$ cat src/rtl/tbfc_pkg.sv
// Shared types, constants and small arithmetic helpers for the triac burst-fire controller.
// Used by tbfc_span, tbfc_seq and triac_burst_fire_controller; depends on nothing else.
package tbfc_pkg;

  localparam int TICK_BITS = 16;
  localparam int ADC_BITS = 10;
  localparam int DUTY_BITS = 8;
  localparam int PCT_BITS = 7;
  localparam int PROD_BITS = TICK_BITS + PCT_BITS;
  localparam int CFG_BITS = 16;
  localparam int CFG_IDX_BITS = 2;
  localparam int BURST_PERIODS_DEF = 10;
  localparam int PCT_FULL = 100;
  localparam int ON_PER_BITS = 4;

  localparam logic [TICK_BITS-1:0] PERIOD_RST = TICK_BITS'(16383);
  localparam logic [ADC_BITS-1:0] QUIET_LOW_RST = ADC_BITS'(418);
  localparam logic [ADC_BITS-1:0] QUIET_HIGH_RST = ADC_BITS'(421);

  // floor(x/100) by reciprocal: exact while x * error < 2^shift
  localparam int DIV100_SHIFT = PROD_BITS + 7;
  localparam int DIV100_MUL_W = 2 * PROD_BITS + 1;
  localparam longint unsigned DIV100_MUL =
    ((64'd1 << DIV100_SHIFT) + 64'd99) / 64'd100;

  // floor(x/10) for x up to 100
  localparam int DIV10_SHIFT = 11;
  localparam int DIV10_MUL = 205;
  localparam int DIV10_W = PCT_BITS + 8;

  typedef enum logic [CFG_IDX_BITS-1:0] {
    REG_PERIOD     = 2'd0,
    REG_QUIET_LOW  = 2'd1,
    REG_QUIET_HIGH = 2'd2
  } cfg_reg_t;

  typedef enum logic [2:0] {
    PH_IDLE = 3'b001,
    PH_WAIT = 3'b010,
    PH_RUN  = 3'b100
  } phase_t;

  typedef struct packed {
    logic [TICK_BITS-1:0] period_ticks;
    logic [ADC_BITS-1:0]  quiet_low;
    logic [ADC_BITS-1:0]  quiet_high;
  } cfg_t;

  // values latched by a start command
  typedef struct packed {
    logic                 burst;
    logic [TICK_BITS-1:0] period;
    logic [PROD_BITS-1:0] prod;
  } lat_t;

  typedef struct packed {
    logic [TICK_BITS-1:0] on_span;
    logic [TICK_BITS-1:0] period_len;
  } span_t;

  typedef struct packed {
    logic gate;
    logic busy;
    logic done;
  } res_t;

  function automatic logic [TICK_BITS-1:0] div100(input logic [PROD_BITS-1:0] x);
    logic [DIV100_MUL_W-1:0] p;
    p = DIV100_MUL_W'(x) * DIV100_MUL_W'(DIV100_MUL);
    return p[DIV100_SHIFT +: TICK_BITS];
  endfunction

  function automatic logic [ON_PER_BITS-1:0] div10(input logic [PCT_BITS-1:0] x);
    logic [DIV10_W-1:0] p;
    p = DIV10_W'(x) * DIV10_W'(DIV10_MUL);
    return p[DIV10_SHIFT +: ON_PER_BITS];
  endfunction

endpackage

$ cat src/rtl/tbfc_span.sv
// Span stage: turns the latched period*duty product into on-span and period length.
// Depends on tbfc_pkg.
module tbfc_span (
  input  logic               clk,
  input  tbfc_pkg::lat_t     lat,
  output tbfc_pkg::span_t    span
);

  logic [tbfc_pkg::TICK_BITS-1:0] q_lo;
  logic [tbfc_pkg::TICK_BITS-1:0] q_hi;
  tbfc_pkg::span_t                span_next;

  // off span = period - ceil(prod/100), so length = period - ceil + floor
  always_comb begin
    q_lo = tbfc_pkg::div100(lat.prod);
    q_hi = tbfc_pkg::div100(lat.prod + tbfc_pkg::PROD_BITS'(99));
    if (lat.burst) begin
      span_next.on_span    = lat.period;
      span_next.period_len = lat.period;
    end else begin
      span_next.on_span    = q_lo;
      span_next.period_len = lat.period - q_hi + q_lo;
    end
  end

  always_ff @(posedge clk) begin
    span <= span_next;
  end

endmodule

$ cat src/rtl/tbfc_seq.sv
// Sequencer: phase, tick and period counters and gate level, one item per step.
// Depends on tbfc_pkg; span values come from tbfc_span.
module tbfc_seq #(
  parameter int BURST_PERIODS = tbfc_pkg::BURST_PERIODS_DEF
) (
  input  logic                            clk,
  input  logic                            rst,
  input  logic                            step,
  input  logic                            op,
  input  logic [tbfc_pkg::DUTY_BITS-1:0]  duty,
  input  logic                            full_cycle,
  input  logic [tbfc_pkg::ADC_BITS-1:0]   sample,
  input  tbfc_pkg::cfg_t                  cfg,
  input  tbfc_pkg::span_t                 span,
  output tbfc_pkg::lat_t                  lat,
  output tbfc_pkg::res_t                  res
);

  localparam int PC_BITS = $clog2(BURST_PERIODS + 1);
  localparam logic [PC_BITS-1:0] PC_LAST = PC_BITS'(BURST_PERIODS);

  tbfc_pkg::phase_t                phase, phase_next;
  logic [tbfc_pkg::TICK_BITS-1:0]  tick_count, tick_count_next;
  logic [PC_BITS-1:0]              period_count, period_count_next;
  logic [PC_BITS-1:0]              on_periods, on_periods_next;
  logic                            gate_level, gate_level_next;
  tbfc_pkg::lat_t                  lat_next;

  logic [tbfc_pkg::PCT_BITS-1:0]   pct;
  logic [tbfc_pkg::ON_PER_BITS-1:0] d10;
  logic                            leave;
  logic                            len_zero;
  logic                            first_level;
  logic [tbfc_pkg::TICK_BITS-1:0]  tc;
  logic                            wrap;
  logic [tbfc_pkg::TICK_BITS-1:0]  tick_wr;
  logic [PC_BITS-1:0]              pc_inc;
  logic                            run_level;
  logic                            done;

  always_comb begin
    pct = (duty > tbfc_pkg::DUTY_BITS'(tbfc_pkg::PCT_FULL)) ?
          tbfc_pkg::PCT_BITS'(tbfc_pkg::PCT_FULL) : duty[tbfc_pkg::PCT_BITS-1:0];
    d10 = tbfc_pkg::div10(pct);
    leave = (sample < cfg.quiet_low) || (sample > cfg.quiet_high);
    // zero-length period is known from the latched period and product alone
    len_zero = lat.burst ? (lat.period == '0) :
               ((lat.period <= tbfc_pkg::TICK_BITS'(1)) &&
                (lat.prod < tbfc_pkg::PROD_BITS'(tbfc_pkg::PCT_FULL)));
    first_level = lat.burst ? (on_periods != '0) :
                  (lat.prod >= tbfc_pkg::PROD_BITS'(tbfc_pkg::PCT_FULL));
    tc = tick_count + tbfc_pkg::TICK_BITS'(1);
    wrap = (tc == span.period_len);
    tick_wr = wrap ? '0 : tc;
    pc_inc = wrap ? period_count + PC_BITS'(1) : period_count;
    run_level = lat.burst ? (pc_inc < on_periods) : (tick_wr < span.on_span);

    phase_next = phase;
    tick_count_next = tick_count;
    period_count_next = period_count;
    on_periods_next = on_periods;
    gate_level_next = gate_level;
    lat_next = lat;
    done = 1'b0;

    if (step) begin
      if (op) begin
        phase_next = tbfc_pkg::PH_IDLE;
        tick_count_next = '0;
        period_count_next = '0;
        gate_level_next = 1'b0;
        if (pct == '0) begin
          done = 1'b1;
        end else begin
          phase_next = tbfc_pkg::PH_WAIT;
          lat_next.burst = full_cycle;
          lat_next.period = cfg.period_ticks;
          lat_next.prod = tbfc_pkg::PROD_BITS'(cfg.period_ticks) *
                          tbfc_pkg::PROD_BITS'(pct);
          if (!full_cycle) begin
            on_periods_next = '0;
          end else if (int'(d10) > BURST_PERIODS) begin
            on_periods_next = PC_LAST;
          end else begin
            on_periods_next = PC_BITS'(d10);
          end
        end
      end else begin
        case (phase)
          tbfc_pkg::PH_WAIT: begin
            if (leave) begin
              tick_count_next = '0;
              period_count_next = '0;
              if (len_zero) begin
                phase_next = tbfc_pkg::PH_IDLE;
                gate_level_next = 1'b0;
                done = 1'b1;
              end else begin
                phase_next = tbfc_pkg::PH_RUN;
                gate_level_next = first_level;
              end
            end
          end
          tbfc_pkg::PH_RUN: begin
            if (pc_inc >= PC_LAST) begin
              phase_next = tbfc_pkg::PH_IDLE;
              tick_count_next = '0;
              period_count_next = '0;
              gate_level_next = 1'b0;
              done = 1'b1;
            end else begin
              tick_count_next = tick_wr;
              period_count_next = pc_inc;
              gate_level_next = run_level;
            end
          end
          tbfc_pkg::PH_IDLE: begin
            gate_level_next = 1'b0;
          end
          default: begin
            phase_next = tbfc_pkg::PH_IDLE;
            gate_level_next = 1'b0;
          end
        endcase
      end
    end

    res.gate = gate_level_next;
    res.busy = (phase_next != tbfc_pkg::PH_IDLE);
    res.done = done;
  end

  always_ff @(posedge clk) begin
    if (rst) begin
      phase <= tbfc_pkg::PH_IDLE;
      tick_count <= '0;
      period_count <= '0;
      on_periods <= '0;
      gate_level <= 1'b0;
    end else begin
      phase <= phase_next;
      tick_count <= tick_count_next;
      period_count <= period_count_next;
      on_periods <= on_periods_next;
      gate_level <= gate_level_next;
    end
  end

  always_ff @(posedge clk) begin
    lat <= lat_next;
  end

  a_gate_only_run: assert property (@(posedge clk) disable iff (rst)
    gate_level |-> phase == tbfc_pkg::PH_RUN)
    else $error("gate high outside a running sequence");

  a_period_bound: assert property (@(posedge clk) disable iff (rst)
    phase == tbfc_pkg::PH_RUN |-> period_count < PC_LAST)
    else $error("period count beyond burst length");

  // span stage must have caught up by the first running tick
  a_tick_in_span: assert property (@(posedge clk) disable iff (rst)
    phase == tbfc_pkg::PH_RUN |-> tick_count < span.period_len)
    else $error("tick count outside period length");

endmodule

$ cat src/rtl/triac_burst_fire_controller.sv
// Triac burst-fire controller, top level: config registers, input and result registers.
// Depends on tbfc_pkg, tbfc_span and tbfc_seq.
//
// One item (a microsecond tick or a start command) can be taken every clock; its result
// passes the input register into the result register once that register is free,
// and in_ready follows out_ready through that two-deep pipe. A start latches
// period*duty in one multiplier; the span stage registers on-span and period length
// from that product, in time for the first running tick. Config is taken at once on cfg_we.
module triac_burst_fire_controller #(
  parameter int BURST_PERIODS = tbfc_pkg::BURST_PERIODS_DEF
) (
  input  logic                               clk,
  input  logic                               rst,
  input  logic                               in_valid,
  output logic                               in_ready,
  input  logic                               op,
  input  logic [tbfc_pkg::DUTY_BITS-1:0]     duty,
  input  logic                               full_cycle,
  input  logic [tbfc_pkg::ADC_BITS-1:0]      sample,
  output logic                               out_valid,
  input  logic                               out_ready,
  output logic                               gate,
  output logic                               busy_res,
  output logic                               done_res,
  input  logic                               cfg_we,
  input  logic [tbfc_pkg::CFG_IDX_BITS-1:0]  cfg_index,
  input  logic [tbfc_pkg::CFG_BITS-1:0]      cfg_data
);

  tbfc_pkg::cfg_t                  cfg;
  logic                            iv;
  logic                            i_op;
  logic [tbfc_pkg::DUTY_BITS-1:0]  i_duty;
  logic                            i_full;
  logic [tbfc_pkg::ADC_BITS-1:0]   i_sample;
  logic                            step;
  tbfc_pkg::lat_t                  lat;
  tbfc_pkg::span_t                 span;
  tbfc_pkg::res_t                  res;

  always_ff @(posedge clk) begin
    if (rst) begin
      cfg.period_ticks <= tbfc_pkg::PERIOD_RST;
      cfg.quiet_low <= tbfc_pkg::QUIET_LOW_RST;
      cfg.quiet_high <= tbfc_pkg::QUIET_HIGH_RST;
    end else if (cfg_we) begin
      case (tbfc_pkg::cfg_reg_t'(cfg_index))
        tbfc_pkg::REG_PERIOD: begin
          cfg.period_ticks <= cfg_data[tbfc_pkg::TICK_BITS-1:0];
        end
        tbfc_pkg::REG_QUIET_LOW: begin
          cfg.quiet_low <= cfg_data[tbfc_pkg::ADC_BITS-1:0];
        end
        tbfc_pkg::REG_QUIET_HIGH: begin
          cfg.quiet_high <= cfg_data[tbfc_pkg::ADC_BITS-1:0];
        end
        default: begin
        end
      endcase
    end
  end

  assign step = iv && (!out_valid || out_ready);
  assign in_ready = !iv || step;

  always_ff @(posedge clk) begin
    if (rst) begin
      iv <= 1'b0;
    end else if (in_ready) begin
      iv <= in_valid;
    end
  end

  always_ff @(posedge clk) begin
    if (in_valid && in_ready) begin
      i_op <= op;
      i_duty <= duty;
      i_full <= full_cycle;
      i_sample <= sample;
    end
  end

  tbfc_seq #(
    .BURST_PERIODS(BURST_PERIODS)
  ) u_seq (
    .clk        (clk),
    .rst        (rst),
    .step       (step),
    .op         (i_op),
    .duty       (i_duty),
    .full_cycle (i_full),
    .sample     (i_sample),
    .cfg        (cfg),
    .span       (span),
    .lat        (lat),
    .res        (res)
  );

  tbfc_span u_span (
    .clk  (clk),
    .lat  (lat),
    .span (span)
  );

  always_ff @(posedge clk) begin
    if (rst) begin
      out_valid <= 1'b0;
    end else if (step) begin
      out_valid <= 1'b1;
    end else if (out_ready) begin
      out_valid <= 1'b0;
    end
  end

  always_ff @(posedge clk) begin
    if (step) begin
      gate <= res.gate;
      busy_res <= res.busy;
      done_res <= res.done;
    end
  end

  a_done_ends: assert property (@(posedge clk) disable iff (rst)
    out_valid && done_res |-> !busy_res && !gate)
    else $error("done item still busy or gate high");

endmodule

$ cat config.mk
export PLATFORM = sky130hd
export DESIGN_NAME = triac_burst_fire_controller
export DESIGN_NICKNAME = d
export VERILOG_FILES = /design/src/rtl/tbfc_pkg.sv /design/src/rtl/tbfc_span.sv /design/src/rtl/tbfc_seq.sv /design/src/rtl/triac_burst_fire_controller.sv
export SDC_FILE = /design/constraint.sdc
export NUM_CORES = 2
export LEC_CHECK = 0
export BUFFER_PORTS_ARGS = -buffer_cell sky130_fd_sc_hd__clkbuf_2
export CORE_AREA = 2 2 228 399
export DETAILED_ROUTE_END_ITERATION = 10
export DIE_AREA = 0 0 230 401
export GPL_ROUTABILITY_DRIVEN = 0
export GPL_TIMING_DRIVEN = 0
export PLACE_DENSITY = 0.48
export SLEW_MARGIN = 20
export SYNTH_ARGS = -nofsm -noshare
export SYNTH_HDL_FRONTEND = slang
export SYNTH_SLANG_ARGS = --single-unit
$ cat constraint.sdc
create_clock -name clk -period 17.4 [get_ports clk]
set_clock_uncertainty 0.2 [all_clocks]
set_input_delay 1.74 -clock clk [delete_from_list [all_inputs] [get_ports clk]]
set_output_delay 1.74 -clock clk [all_outputs]
set_load 0.1 [all_outputs]
==> metrics list <==
* Unique masters post-synth: 88
* Mapped cell area: 30900 um^2
- In this run, post-CTS repair resized a total of 0 instances.
- Critical path's slowest cell: sky130_fd_sc_hd__o31ai_1
* H-Tree Level Count: 4
* Slew of the pin with the lowest slew margin: 1160 ps
- Start point of the worst min-delay path: cfg[31]
* Seq cells post-synth: 161
- Worst reg2reg path startpoint: u_seq.lat[1]
- Final Slew Violations: 0
* Number of DRC markers after the initial detailed-route iteration: 653
- Summed over all layers, the routed wires come to 85000 um.
- The number of placed instances, taps included, is 4399.
* Number of buffers inserted by hold repair at cts: 0
* Aggregate global-route resource usage: 19.1%
* Fraction of registers with async set or reset after synthesis: 0%
- Measured against the total synthesized area, the mux share comes to 0.959%.
- Critical path startpoint: u_seq.lat[1]
* Total gr overflow: 0
- Port buffering added 47 buffers.
* Clock tree from TritonCTS: yes
* Number of optimization iterations in the first detailed-route pass: 5
* Worst path required time: 17570 ps
- The number of nets handed over by synthesis was 4318.
- Synth Area in Adders: 56.0%
- Vias per cell: 4.79
* Max Fclk: 72.2 MHz
* Number of warnings reported in the yosys synthesis log: 0
* Post-Synthesis Cells: 3173
- Counting the buffers created by CTS gives 25.
* Crit path arrival time: 14020 ps
* Boundary Pins: 48
- Area fraction in compound gates after synthesis: 7.45%
- Prevailing post-synth register cell: sky130_fd_sc_hd__dfxtp_1
- Die boundary height: 401 um
* Clock tree sinks: 161
- The cell sitting at the root of the clock tree is a sky130_fd_sc_hd__clkbuf_16.
- Max_slew headroom: 22.3%
- After Yosys synthesis, and, or, nand and nor cells account for 8.45% of the synthesized area.
- After the last flow step, the layout net total stands at 4395.
* Crit Path Class: reg -> reg
- A synthesized cell averages 9.74 um^2.
* Number of inserted filler cells in the final layout: 9133
- Number of max-capacitance violations reported: 0
* Core utilization of the finished layout: 37.6%
- Initial core utilization: 34.8%
* Top cells by instance count after synthesis: sky130_fd_sc_hd__inv_1 (805), sky130_fd_sc_hd__ha_1 (631), sky130_fd_sc_hd__fa_1 (471)
* Total via count after detailed routing: 21200
* Clock Tree Buf Depth: 3
- The run finished with clean final reports.
* Setup repair after global routing missed its margin: no
- The number of global-route vias before repair is 23800.
- Die Footprint: 92200 um^2
* Post-Layout Cell Count: 4431
- Clock latency on the worst-skew pair, taken at its later pin, is 500 ps.
* Area added between synthesis and finish: 8.06%
- Worst setup SP type: flop
* Site row count: 145
- After detailed routing, the average wire length per cell comes to 19.2 um.
* Largest area contributor in the synthesized netlist: sky130_fd_sc_hd__fa_1
* Count of final setup violators: 0
- The first global-routing pass estimated 133000 um of wire.
- Number of antenna violations at the first check in global routing: 0
- Counting flops with a built-in enable in the synthesized netlist gives 63.
- After layout, the worst path uses 79.6% of the clock period.
- Top cells by area in the synthesized netlist: sky130_fd_sc_hd__fa_1 (31%), sky130_fd_sc_hd__ha_1 (26%), sky130_fd_sc_hd__inv_1 (9.8%), sky130_fd_sc_hd__dfxtp_1 (6.3%), sky130_fd_sc_hd__edfxtp_1 (6.1%)
* Top fanout value on the critical path: 13
- Remaining design rule violation count: 0
- The count of final hold-check violations came to 0.
- The worst setup path is captured at a flop.
- Stage delay of the slowest cell on the critical path: 950 ps
- The path class of the tightest hold or removal check is reg -> reg.
- Entering global routing, the biggest net connects 33 pins.
- Summed negative setup slack over all endpoints: 0 ps
* Portion of synthesized cell area occupied by the leading cell type: 30.5%
- Main combinational cell family by area after synthesis: adder cells
- Cells with a size suffix above 1 make up 3.84% of the layout.
* Xor and xnor fraction of the mapped netlist area: 4.18%
- Of the synthesized area, sequential elements account for 12.5%.
- The die is 230 um wide.
* Clock period minus final worst setup slack: 13860 ps
- Most numerous cell in the Yosys netlist: sky130_fd_sc_hd__inv_1
- Number of setup buffers added after CTS: 0
- Placed wire-length estimate: 76800 um
- Remaining number of nets flagged by the antenna check after routing: 0
- CTS clk-pin slew, worst paths: 80 ps
- The region available for standard cell placement spans 88900 um^2.
- 0 antenna diodes ended up in the layout.
[flip-flops by register name (all words and copies together) (netlist names)]
register            flops
u_seq.lat              40
u_seq.gate_level        1
u_seq.tick_count       16
cfg                    36
u_span.span            32
u_seq.on_periods        4
iv                      1
i_full                  1
done_res                1
i_op                    1
out_valid               1
gate                    1
i_sample               10
i_duty                  8
busy_res                1
u_seq.period_count      4
u_seq.phase             3
[stage by stage]
stage / cell area (um^2) / setup slack (ps) / hold slack (ps)
after global placement: 32600 / 2440 / 212
after global routing: 33400 / 2700 / 231
after detailed placement: 32700 / 3270 / 213
final: 33400 / 3540 / 220
after floorplan: 30900 / 6190 / 206
after CTS: 33400 / 3170 / 218
[layout make-up]
class	count	area, um^2	area share, %
multi-input cells	2154	23800	71.4
flip-flops and latches	161	3850	11.5
inverters	806	3030	9.06
well taps	1176	1470	4.40
clock buffers	27	643	1.93
repair buffers	50	285	0.854
plain buffers	52	204	0.611
clock inverters	5	77.6	0.232
[cells in the final DEF (no fill, tap or decap), types with 49 or more instances in the layout]
master                     count
sky130_fd_sc_hd__inv_1       804
sky130_fd_sc_hd__ha_1        631
sky130_fd_sc_hd__fa_1        471
sky130_fd_sc_hd__nand2_1     211
sky130_fd_sc_hd__a21oi_1     100
sky130_fd_sc_hd__dfxtp_1      98
sky130_fd_sc_hd__xnor2_1      94
sky130_fd_sc_hd__nor2_1       86
sky130_fd_sc_hd__o21ai_0      76
sky130_fd_sc_hd__edfxtp_1     63
sky130_fd_sc_hd__a21o_1       49
[layer usage]
layer / wire, um / vias to the layer above / GRT usage, %
met5: 0 / - / 0
met4: 5140 / 0 / 10.2
met3: 964 / 159 / 0.882
met2: 50900 / 292 / 40.5
met1: 28000 / 10500 / 17.6
li1: - / 10300 / -
[kinds of logic (layout without fill, tap and decap cells)]
group / after synthesis / in the layout
adders and majority gates: 1102 / 1102
DFF: 161 / 161
muxes: 28 / 28
and+or+nand+nor: 527 / 527
xor gates and xnor gates: 142 / 142
buffers and inverters: 858 / 940
AOI/OAI and AO/OA: 355 / 355
[final timing paths]
check,to,slack (ps),depth (start not counted)
setup reg to reg,u_span.span[15],3540,41
hold / removal,u_seq.lat[34],220,0
hold reg to reg,u_seq.lat[34],220,0
setup / recovery,u_span.span[15],3540,41
[critical path, delay by kind of cell, from the launching register on]
kind	cells	cell delay [ps]
compound gates	15	4480
xor+xnor	6	2050
fa+ha+maj	11	4740
buf+inv	6	730
flops	1	920
simple gates	3	590
Power is left out: the tool's default activity adds up to more than one toggle a clock period on the data nets, which glitch-free logic cannot reach.
